===== src/hdl/mcbp_pkg.sv =====
package mcbp_pkg;

    // Parse phases
    localparam logic [3:0] PH_HEADER = 4'd0;
    localparam logic [3:0] PH_VCOUNT = 4'd1;
    localparam logic [3:0] PH_FCOUNT = 4'd2;
    localparam logic [3:0] PH_VERTS  = 4'd3;
    localparam logic [3:0] PH_FACES  = 4'd4;
    localparam logic [3:0] PH_PAD_N  = 4'd5;
    localparam logic [3:0] PH_SKIP_N = 4'd6;
    localparam logic [3:0] PH_PAD_U  = 4'd7;
    localparam logic [3:0] PH_SKIP_U = 4'd8;
    localparam logic [3:0] PH_DONE   = 4'd9;
    localparam logic [3:0] PH_IDLE   = 4'd10;

    // Result kinds
    localparam logic [1:0] KIND_COORD  = 2'd0;
    localparam logic [1:0] KIND_FACE   = 2'd1;
    localparam logic [1:0] KIND_STATUS = 2'd2;

    // Final status codes
    localparam logic [2:0] ST_OK        = 3'd0;
    localparam logic [2:0] ST_NOT_PLAIN = 3'd1;
    localparam logic [2:0] ST_TOO_SMALL = 3'd2;
    localparam logic [2:0] ST_BAD_MAGIC = 3'd3;
    localparam logic [2:0] ST_BAD_VER   = 3'd4;
    localparam logic [2:0] ST_CRC       = 3'd5;
    localparam logic [2:0] ST_TRUNC     = 3'd6;

    // Header error codes
    localparam logic [1:0] HERR_NONE  = 2'd0;
    localparam logic [1:0] HERR_MAGIC = 2'd1;
    localparam logic [1:0] HERR_VER   = 2'd2;

    // Header byte offsets
    localparam logic [3:0] HDR_VERSION = 4'd4;
    localparam logic [3:0] HDR_PRIM    = 4'd5;
    localparam logic [3:0] HDR_FLAGS0  = 4'd6;
    localparam logic [3:0] HDR_FLAGS1  = 4'd7;
    localparam logic [3:0] HDR_UNITS0  = 4'd8;
    localparam logic [3:0] HDR_UNITS1  = 4'd9;
    localparam logic [3:0] HDR_CRC0    = 4'd12;
    localparam logic [3:0] HDR_LAST    = 4'd15;

    localparam logic [7:0]  VERSION_ONE = 8'd1;
    localparam logic [31:0] CRC_POLY    = 32'hEDB8_8320;
    localparam logic [31:0] CRC_INIT    = 32'hFFFF_FFFF;

    // Flag bits
    localparam int FLAG_NOT_PLAIN = 0;
    localparam int FLAG_NORMALS   = 4;
    localparam int FLAG_UVS       = 5;

    localparam int FIFO_DEPTH = 4;
    localparam int FIFO_AW    = $clog2(FIFO_DEPTH);

    typedef struct packed {
        logic [1:0]  kind;
        logic [63:0] coord_bits;
        logic [31:0] face_index;
        logic [2:0]  status;
        logic [3:0]  units;
        logic        final_res;
    } result_t;

    // Up to two results produced by one input byte
    typedef struct packed {
        logic [1:0] count;
        result_t    res0;
        result_t    res1;
    } push_t;

    function automatic logic [7:0] magic_byte(input logic [1:0] idx);
        logic [7:0] m;
        unique case (idx)
            2'd0: m = 8'h53;
            2'd1: m = 8'h47;
            2'd2: m = 8'h45;
            2'd3: m = 8'h4F;
            default: m = 8'h00;
        endcase
        return m;
    endfunction

    // Reflected CRC-32, one byte
    function automatic logic [31:0] crc_byte(input logic [31:0] c, input logic [7:0] b);
        logic [31:0] r;
        r = c ^ {24'd0, b};
        for (int i = 0; i < 8; i++) begin
            r = r[0] ? ((r >> 1) ^ CRC_POLY) : (r >> 1);
        end
        return r;
    endfunction

endpackage


===== src/hdl/mesh_container_byte_parser_core.sv =====
// Mesh container byte parser. Takes one container byte per transfer on the s_axis side
// (s_axis_tlast marks the final byte of a buffer) and checks the 16-byte header (magic,
// version, primitive kind, flags, units, expected CRC-32), runs a CRC-32 over every body
// byte, and emits each 64-bit vertex coordinate word (m_axis_tuser = 0) and each signed
// 32-bit face index (m_axis_tuser = 1) as soon as its last byte arrives. Normals and UVs,
// when flagged, are skipped after 8-byte alignment; colours and trailing bytes are ignored.
// The final byte of a buffer yields a status transfer (m_axis_tuser = 2, m_axis_tlast = 1)
// carrying the status and mapped units code; coordinate and face transfers go out before
// that verdict, so drop them when the status is nonzero. After the final byte the parser
// returns to its reset state for the next buffer. Throughput is one byte per clock: the
// byte-wide CRC and field assembly finish in the cycle the byte is taken, and a four-entry
// result queue absorbs the second transfer of a byte that both completes a word and ends
// the buffer. s_axis_tready drops only while that queue holds more than two results, i.e.
// when the m_axis side stalls.
module mesh_container_byte_parser_core
    import mcbp_pkg::*;
(
    input  logic         aclk,
    input  logic         aresetn,

    input  logic         s_axis_tvalid,
    output logic         s_axis_tready,
    input  logic [7:0]   s_axis_tdata,   // [7:0] byte_in
    input  logic         s_axis_tlast,   // end_of_buffer

    output logic         m_axis_tvalid,
    input  logic         m_axis_tready,
    // [63:0] coord_bits, [95:64] face_index, [98:96] status, [102:99] units, [103] zero
    output logic [103:0] m_axis_tdata,
    output logic [1:0]   m_axis_tuser,   // [1:0] kind
    output logic         m_axis_tlast    // final_res
);

    logic    in_acc;
    push_t   push;
    result_t out_res;

    assign in_acc = s_axis_tvalid && s_axis_tready;

    mcbp_parser u_parser (
        .aclk    (aclk),
        .aresetn (aresetn),
        .in_acc  (in_acc),
        .in_byte (s_axis_tdata),
        .in_eob  (s_axis_tlast),
        .push    (push)
    );

    mcbp_out_fifo u_out_fifo (
        .aclk      (aclk),
        .aresetn   (aresetn),
        .push      (push),
        .space_ok  (s_axis_tready),
        .out_valid (m_axis_tvalid),
        .out_ready (m_axis_tready),
        .out_res   (out_res)
    );

    assign m_axis_tdata = {1'b0, out_res.units, out_res.status,
                           out_res.face_index, out_res.coord_bits};
    assign m_axis_tuser = out_res.kind;
    assign m_axis_tlast = out_res.final_res;

endmodule


===== src/hdl/mcbp_parser.sv =====
module mcbp_parser
    import mcbp_pkg::*;
(
    input  logic       aclk,
    input  logic       aresetn,
    input  logic       in_acc,
    input  logic [7:0] in_byte,
    input  logic       in_eob,
    output push_t      push
);

    logic [3:0]  pos_reg, pos_next;
    logic [3:0]  phase_reg, phase_next;
    logic [63:0] asm_reg, asm_next;
    logic [15:0] flags_reg, flags_next;
    logic [7:0]  prim_reg, prim_next;
    logic [15:0] units_reg, units_next;
    logic [31:0] exp_crc_reg, exp_crc_next;
    logic [31:0] crc_reg, crc_next;
    logic [31:0] vcount_reg, vcount_next;
    logic [31:0] fcount_reg, fcount_next;
    logic [39:0] left_reg, left_next;
    logic [1:0]  herr_reg, herr_next;

    logic [1:0]  s4;
    logic [2:0]  s8;
    logic        aligned;
    logic        not_plain;
    logic        data_vld;
    result_t     data_res;
    result_t     fin_res;

    assign s4 = pos_reg[1:0];
    assign s8 = pos_reg[2:0];

    always_comb begin
        pos_next     = pos_reg;
        phase_next   = phase_reg;
        asm_next     = asm_reg;
        flags_next   = flags_reg;
        prim_next    = prim_reg;
        units_next   = units_reg;
        exp_crc_next = exp_crc_reg;
        crc_next     = crc_reg;
        vcount_next  = vcount_reg;
        fcount_next  = fcount_reg;
        left_next    = left_reg;
        herr_next    = herr_reg;
        data_vld     = 1'b0;
        data_res     = '0;
        fin_res      = '0;
        aligned      = 1'b0;
        not_plain    = 1'b0;

        if (in_acc) begin
            if (phase_reg == PH_HEADER) begin
                if (pos_reg < HDR_VERSION) begin
                    if (in_byte != magic_byte(pos_reg[1:0]) && herr_reg == HERR_NONE) begin
                        herr_next = HERR_MAGIC;
                    end
                end else if (pos_reg == HDR_VERSION) begin
                    if (in_byte != VERSION_ONE && herr_reg == HERR_NONE) begin
                        herr_next = HERR_VER;
                    end
                end else if (pos_reg == HDR_PRIM) begin
                    prim_next = in_byte;
                end else if (pos_reg == HDR_FLAGS0) begin
                    flags_next[7:0] = flags_reg[7:0] | in_byte;
                end else if (pos_reg == HDR_FLAGS1) begin
                    flags_next[15:8] = flags_reg[15:8] | in_byte;
                end else if (pos_reg == HDR_UNITS0) begin
                    units_next[7:0] = units_reg[7:0] | in_byte;
                end else if (pos_reg == HDR_UNITS1) begin
                    units_next[15:8] = units_reg[15:8] | in_byte;
                end else if (pos_reg >= HDR_CRC0) begin
                    exp_crc_next = exp_crc_reg | (32'(in_byte) << {s4, 3'b000});
                end
                if (pos_reg == HDR_LAST) begin
                    if (herr_next != HERR_NONE || prim_next != 8'd0
                        || flags_next[FLAG_NOT_PLAIN]) begin
                        phase_next = PH_IDLE;
                    end else begin
                        phase_next = PH_VCOUNT;
                    end
                end
            end else begin
                crc_next = crc_byte(crc_reg, in_byte);
                unique case (phase_reg)
                    PH_VCOUNT: begin
                        vcount_next = vcount_reg | (32'(in_byte) << {s4, 3'b000});
                        if (s4 == 2'd3) phase_next = PH_FCOUNT;
                    end
                    PH_FCOUNT: begin
                        fcount_next = fcount_reg | (32'(in_byte) << {s4, 3'b000});
                        if (s4 == 2'd3) begin
                            phase_next = PH_VERTS;
                            left_next  = {7'd0, vcount_reg, 1'b0} + {8'd0, vcount_reg};
                        end
                    end
                    PH_VERTS: begin
                        asm_next = asm_reg | (64'(in_byte) << {s8, 3'b000});
                        if (s8 == 3'd7) begin
                            data_vld            = 1'b1;
                            data_res.kind       = KIND_COORD;
                            data_res.coord_bits = asm_next;
                            asm_next            = '0;
                            left_next           = left_reg - 40'd1;
                        end
                    end
                    PH_FACES: begin
                        asm_next = asm_reg | (64'(in_byte) << {s4, 3'b000});
                        if (s4 == 2'd3) begin
                            data_vld            = 1'b1;
                            data_res.kind       = KIND_FACE;
                            data_res.face_index = asm_next[31:0];
                            asm_next            = '0;
                            left_next           = left_reg - 40'd1;
                        end
                    end
                    PH_SKIP_N, PH_SKIP_U: begin
                        left_next = left_reg - 40'd1;
                    end
                    default: begin
                    end
                endcase
            end

            pos_next = pos_reg + 4'd1;
            aligned  = (pos_next[2:0] == 3'd0);

            // Chain of zero-length section transitions
            if (phase_next == PH_VERTS && left_next == 40'd0) begin
                phase_next = PH_FACES;
                left_next  = {8'd0, fcount_next};
            end
            if (phase_next == PH_FACES && left_next == 40'd0) phase_next = PH_PAD_N;
            if (phase_next == PH_PAD_N) begin
                if (!flags_next[FLAG_NORMALS]) begin
                    phase_next = PH_PAD_U;
                end else if (aligned) begin
                    phase_next = PH_SKIP_N;
                    left_next  = {3'd0, vcount_next, 5'd0} - {5'd0, vcount_next, 3'd0};
                end
            end
            if (phase_next == PH_SKIP_N && left_next == 40'd0) phase_next = PH_PAD_U;
            if (phase_next == PH_PAD_U) begin
                if (!flags_next[FLAG_UVS]) begin
                    phase_next = PH_DONE;
                end else if (aligned) begin
                    phase_next = PH_SKIP_U;
                    left_next  = {4'd0, vcount_next, 4'd0};
                end
            end
            if (phase_next == PH_SKIP_U && left_next == 40'd0) phase_next = PH_DONE;

            if (in_eob) begin
                not_plain         = (prim_next != 8'd0) || flags_next[FLAG_NOT_PLAIN];
                fin_res.kind      = KIND_STATUS;
                fin_res.final_res = 1'b1;
                if (phase_next == PH_HEADER) begin
                    fin_res.status = ST_TOO_SMALL;
                end else begin
                    if (units_next >= 16'd1 && units_next <= 16'd8) begin
                        fin_res.units = units_next[3:0];
                    end
                    priority if (herr_next == HERR_MAGIC) fin_res.status = ST_BAD_MAGIC;
                    else if (herr_next == HERR_VER) fin_res.status = ST_BAD_VER;
                    else if (~crc_next != exp_crc_next) fin_res.status = ST_CRC;
                    else if (not_plain) fin_res.status = ST_NOT_PLAIN;
                    else if (phase_next != PH_DONE) fin_res.status = ST_TRUNC;
                    else fin_res.status = ST_OK;
                end
                // back to the start of a new buffer
                pos_next     = '0;
                phase_next   = PH_HEADER;
                asm_next     = '0;
                flags_next   = '0;
                prim_next    = '0;
                units_next   = '0;
                exp_crc_next = '0;
                crc_next     = CRC_INIT;
                vcount_next  = '0;
                fcount_next  = '0;
                left_next    = '0;
                herr_next    = HERR_NONE;
            end
        end

        push.count = 2'({1'b0, data_vld} + {1'b0, in_acc & in_eob});
        push.res0  = data_vld ? data_res : fin_res;
        push.res1  = fin_res;
    end

    always_ff @(posedge aclk) begin
        if (!aresetn) begin
            pos_reg     <= '0;
            phase_reg   <= PH_HEADER;
            asm_reg     <= '0;
            flags_reg   <= '0;
            prim_reg    <= '0;
            units_reg   <= '0;
            exp_crc_reg <= '0;
            crc_reg     <= CRC_INIT;
            vcount_reg  <= '0;
            fcount_reg  <= '0;
            left_reg    <= '0;
            herr_reg    <= HERR_NONE;
        end else begin
            pos_reg     <= pos_next;
            phase_reg   <= phase_next;
            asm_reg     <= asm_next;
            flags_reg   <= flags_next;
            prim_reg    <= prim_next;
            units_reg   <= units_next;
            exp_crc_reg <= exp_crc_next;
            crc_reg     <= crc_next;
            vcount_reg  <= vcount_next;
            fcount_reg  <= fcount_next;
            left_reg    <= left_next;
            herr_reg    <= herr_next;
        end
    end

endmodule


===== src/hdl/mcbp_out_fifo.sv =====
module mcbp_out_fifo
    import mcbp_pkg::*;
(
    input  logic    aclk,
    input  logic    aresetn,
    input  push_t   push,
    output logic    space_ok,
    output logic    out_valid,
    input  logic    out_ready,
    output result_t out_res
);

    result_t             mem [FIFO_DEPTH];
    logic [FIFO_AW-1:0]  wr_ptr_reg, wr_ptr_next;
    logic [FIFO_AW-1:0]  rd_ptr_reg, rd_ptr_next;
    logic [FIFO_AW:0]    count_reg, count_next;
    logic                pop;

    // room for the worst case of two results from one byte
    assign space_ok  = (count_reg <= (FIFO_AW + 1)'(FIFO_DEPTH - 2));
    assign out_valid = (count_reg != '0);
    assign out_res   = mem[rd_ptr_reg];
    assign pop       = out_valid && out_ready;

    always_comb begin
        wr_ptr_next = wr_ptr_reg + FIFO_AW'(push.count);
        rd_ptr_next = rd_ptr_reg + FIFO_AW'(pop);
        count_next  = count_reg + (FIFO_AW + 1)'(push.count) - (FIFO_AW + 1)'(pop);
    end

    always_ff @(posedge aclk) begin
        if (push.count != 2'd0) mem[wr_ptr_reg] <= push.res0;
        if (push.count == 2'd2) mem[wr_ptr_reg + FIFO_AW'(1)] <= push.res1;
    end

    always_ff @(posedge aclk) begin
        if (!aresetn) begin
            wr_ptr_reg <= '0;
            rd_ptr_reg <= '0;
            count_reg  <= '0;
        end else begin
            wr_ptr_reg <= wr_ptr_next;
            rd_ptr_reg <= rd_ptr_next;
            count_reg  <= count_next;
        end
    end

endmodule


===== config.mk =====
export PLATFORM = sky130hd
export DESIGN_NAME = mesh_container_byte_parser_core
export DESIGN_NICKNAME = d
export VERILOG_FILES = /design/src/hdl/mcbp_pkg.sv /design/src/hdl/mesh_container_byte_parser_core.sv /design/src/hdl/mcbp_parser.sv /design/src/hdl/mcbp_out_fifo.sv
export SDC_FILE = /design/constraint.sdc
export NUM_CORES = 2
export LEC_CHECK = 0
export ABC_AREA = 1
export BUFFER_PORTS_ARGS = -buffer_cell sky130_fd_sc_hd__buf_2
export CORE_ASPECT_RATIO = 1.4
export CORE_UTILIZATION = 40
export DETAILED_ROUTE_END_ITERATION = 6
export PLACE_DENSITY_LB_ADDON = 0.25
export SYNTH_ARGS = -nofsm -noshare
export SYNTH_HDL_FRONTEND = slang
export SYNTH_SLANG_ARGS = --single-unit

===== constraint.sdc =====
create_clock -name aclk -period 5.5 [get_ports aclk]
set_input_delay 0.825 -clock aclk [delete_from_list [all_inputs] [get_ports aclk]]
set_output_delay 0.825 -clock aclk [all_outputs]
set_load 0.05 [all_outputs]

==> flow_metrics.tcl <==
set metrics [dict create \
    syn_area_um2 40000 \
    worstReg2RegEnd "u_out_fifo.mem[3][7]" \
    ctsHoldBuffers 0 \
    ys_types 64 \
    vdd_ir_drop_max_mv 0.330 \
    final_core_util_pct 52.8 \
    rsz0062_at_grt "true" \
    worstReg2RegStart "u_parser.pos_reg[1]" \
    dp_cells 8044 \
    min_period_over_period_pct 114 \
    yosysMostFrequentCell "nand2_1" \
    setup_ws_ns -0.771 \
    async_flop_share_pct 0 \
    required_ns 5.88 \
    core_area_um2 98500 \
    numCtsBuffers 73 \
    die_area_um2 101000 \
    power_mw 14.6 \
    vias 44663 \
    reg2reg_depth 52 \
    p_sw_mw 5.53 \
    violations "negative setup slack" \
    cp_common_cell "nand2_1" \
    power_leakage_nw 23.8 \
    crit_fanout 10 \
    portBuffers 120 \
    switching_share_pct 37.9 \
    p_seq_share_pct 35.7 \
    synth_fp_nets 6213 \
    wire_per_inst_um 20.6 \
    clockBufferDepth 3 \
    fin_tns_setup_ns -6.68 \
    power.density_nw_per_um2 280 \
    hold_depth 2 \
    worstSkewPairLatency_ns 0.66 \
    grt_max_degree 212 \
    row_count 136 \
    antenna_found_initial 0 \
    maxSlewHeadroom_pct 21.2 \
    slowest_delay_ns 0.37 \
    preCtsSetupSlack_ns -1.48 \
    routed_wl_mm 170 \
    endpoint_kind "flip-flop" \
    combPwrFrac_pct 29.3 \
    grt_use_total_pct 32.4 \
    drive_gt1_share_pct 21.8 \
    p_clk_share_pct 35.0 \
    startpoint_type "flip-flop" \
    start_util_pct 40.6 \
    worst_pin_slew_ns 1.18 \
    netlist_instances 6121 \
    fin_worst_skew_ns 0.0308 \
    finalNetCount 6971 \
    synth_top_cell_by_area "dfxtp_1" \
    worstPathArrival_ns 6.65 \
    drtIter0Drc 3769 \
    yosys-top-cells-area "dfxtp_1 33%, nand2_1 11%, o21ai_0 11%" \
    grt-ovfl-total 0 \
    die_width_um 269 \
    hold_path.class "flip-flop to flip-flop" \
    drcViolationCount 0 \
    nFillCells 9889 \
    synth_top_area_share_pct 33.3 \
    timing.final.crit_period_ns 6.27 \
    drtPass1Iterations 6 \
    syn_area_per_cell_um2 6.53 \
    clock-sinks 696 \
    synth_common_cells "1222 x nand2_1, 855 x o21ai_0, 697 x nor2_1, 664 x dfxtp_1, 601 x nand3_1" \
    root_buffer "clkbuf_16" \
    worstHoldStart "u_parser.asm_reg[39]" \
    hold_viol_final 0 \
    synth-warning-count 0 \
    first_global_vias 41509 \
    r2r_setup_slack_ns -0.77 \
    die_height_um 376 \
    ys_seq_area_share_pct 35.7 \
    synth-edff-count 32 \
    grt_pass1_wl_mm 252 \
    n_antenna_cell 0 \
    finalSetupViolCount 10 \
    slowest_stage "dfxtp_4" \
    gp_congestion 1.01 \
    hpwl_mm 124 \
    areaGrowthSynthToFinish_pct 30.3 \
    status "complete, but fails checks" \
    max-cap-violations 0 \
    io_pins 122 \
    cts_tree "yes" \
    instances_no_fill 8245 \
    p_int_mw 9.06 \
    final-max-slew-violation-count 0 \
    crit_type "flip-flop to flip-flop" \
    synth_seq_cells 696 \
    routed_via_density 5.42 \
    ys.flop_type "dfxtp_1" \
    max_freq_mhz 159 \
    drtAntennaViolNets 0 \
    clk_pin_slew_worst_paths_ns 0.07 \
    largest_register_ffs 420 \
    h-tree-depth 3 \
    min_to "u_parser.asm_reg[39]" \
]
power by group through the flow:
stage	sequential [mW]	clock, mW	combinational, mW
6_report	5.21	5.11	4.27
5_1_grt	5.21	5.36	4.55
4_1_cts	5.21	5.18	4.23
3_5_place_dp	5.32	0	4.21
3_3_place_gp	5.32	0	4.20
2_1_floorplan	5.29	0	3.04
worst max path at each step:
stage | endpoint | cells after the start | from | slack [ns]
after CTS | u_out_fifo.mem[0][7] | 57 | u_parser.phase_reg[0] | -0.72
after global placement | u_out_fifo.mem[3][6] | 51 | u_parser.pos_reg[2] | -1.40
final | u_out_fifo.mem[3][7] | 52 | u_parser.pos_reg[1] | -0.77
after detailed placement | u_out_fifo.mem[2][6] | 48 | u_parser.pos_reg[2] | -1.48
after global routing | u_out_fifo.mem[2][6] | 58 | u_parser.pos_reg[0] | -1.12
after floorplan | u_out_fifo.mem[0][6] | 40 | s_axis_tdata[1] | 0.03
cell usage in the layout, fill, tap and decap left out, types with 25 or more instances in the layout:
cell and count:
buf_12 35, xnor2_1 57, a21oi_2 29, nand3_2 27
ha_1 48, nand2_1 1160, clkbuf_16 73, nor2_1 653
nand3_1 576, nand3b_1 36, nor3_1 123, o21ai_1 34
a211oi_1 44, nand2_2 63, buf_4 868, o22ai_1 124
o21ai_0 833, dfxtp_1 629, inv_1 522, edfxtp_1 32
nand4_1 47, buf_2 120, nor2_2 41, a21oi_1 310
xor2_1 68, ha_4 25
through the flow:
stage,hold slack [ns],area (um2)
2_1_floorplan,0.430,40000
3_3_place_gp,0.439,47600
3_5_place_dp,0.446,47600
4_1_cts,0.455,51400
5_1_grt,0.468,52100
6_report,0.454,52100
worst max-delay path: cells and delay by family, from the launching register on:
kind	cells	cell delay, ns
AO/OA/AOI/OAI	3	0.42
adder cells (fa/ha/maj)	2	0.35
AND/OR/NAND/NOR	35	3.24
flip-flops	1	0.37
buffers and inverters	12	1.56
cell families after synthesis:
family                     count (synthesis)  synth area share, %
and+or+nand+nor                         2798                 29.8
AOI/OAI and AO/OA                       1482                 19.9
buffers and inverters                    935                 9.19
DFF                                      696                 35.7
xor gates and xnor gates                 125                 2.74
adders and majority gates                 79                 2.51
muxes                                      5                0.125
other                                      1              0.00939
per-layer routing:
metal	vias to the layer above	global-route usage [%]	share of wire, %
met5	-	0	0
met4	0	25.7	9.1
met3	441	3.13	4.7
met2	1529	55.4	48
met1	20780	37.0	38
li1	21913	-	-
final cells by class:
type | count | area [um2] | area share, %
timing repair buffer | 1051 | 8180 | 15.7
sequential | 696 | 14300 | 27.5
multi-input combinational | 4496 | 23300 | 44.8
clock buffer | 101 | 2040 | 3.92
tap | 1311 | 1640 | 3.15
inverter | 561 | 2160 | 4.15
clock inverter | 29 | 404 | 0.776
repair_timing:
| item | in CTS | in global routing |
|---|---|---|
| endpoints found under the setup margin | 52 | 52 |
| pin swaps | 42 | 44 |
| cloned | 8 | 0 |
| gates resized for setup | 199 | 154 |
| setup buffers | 52 | 12 |
Power figures use the tool's default switching activity.
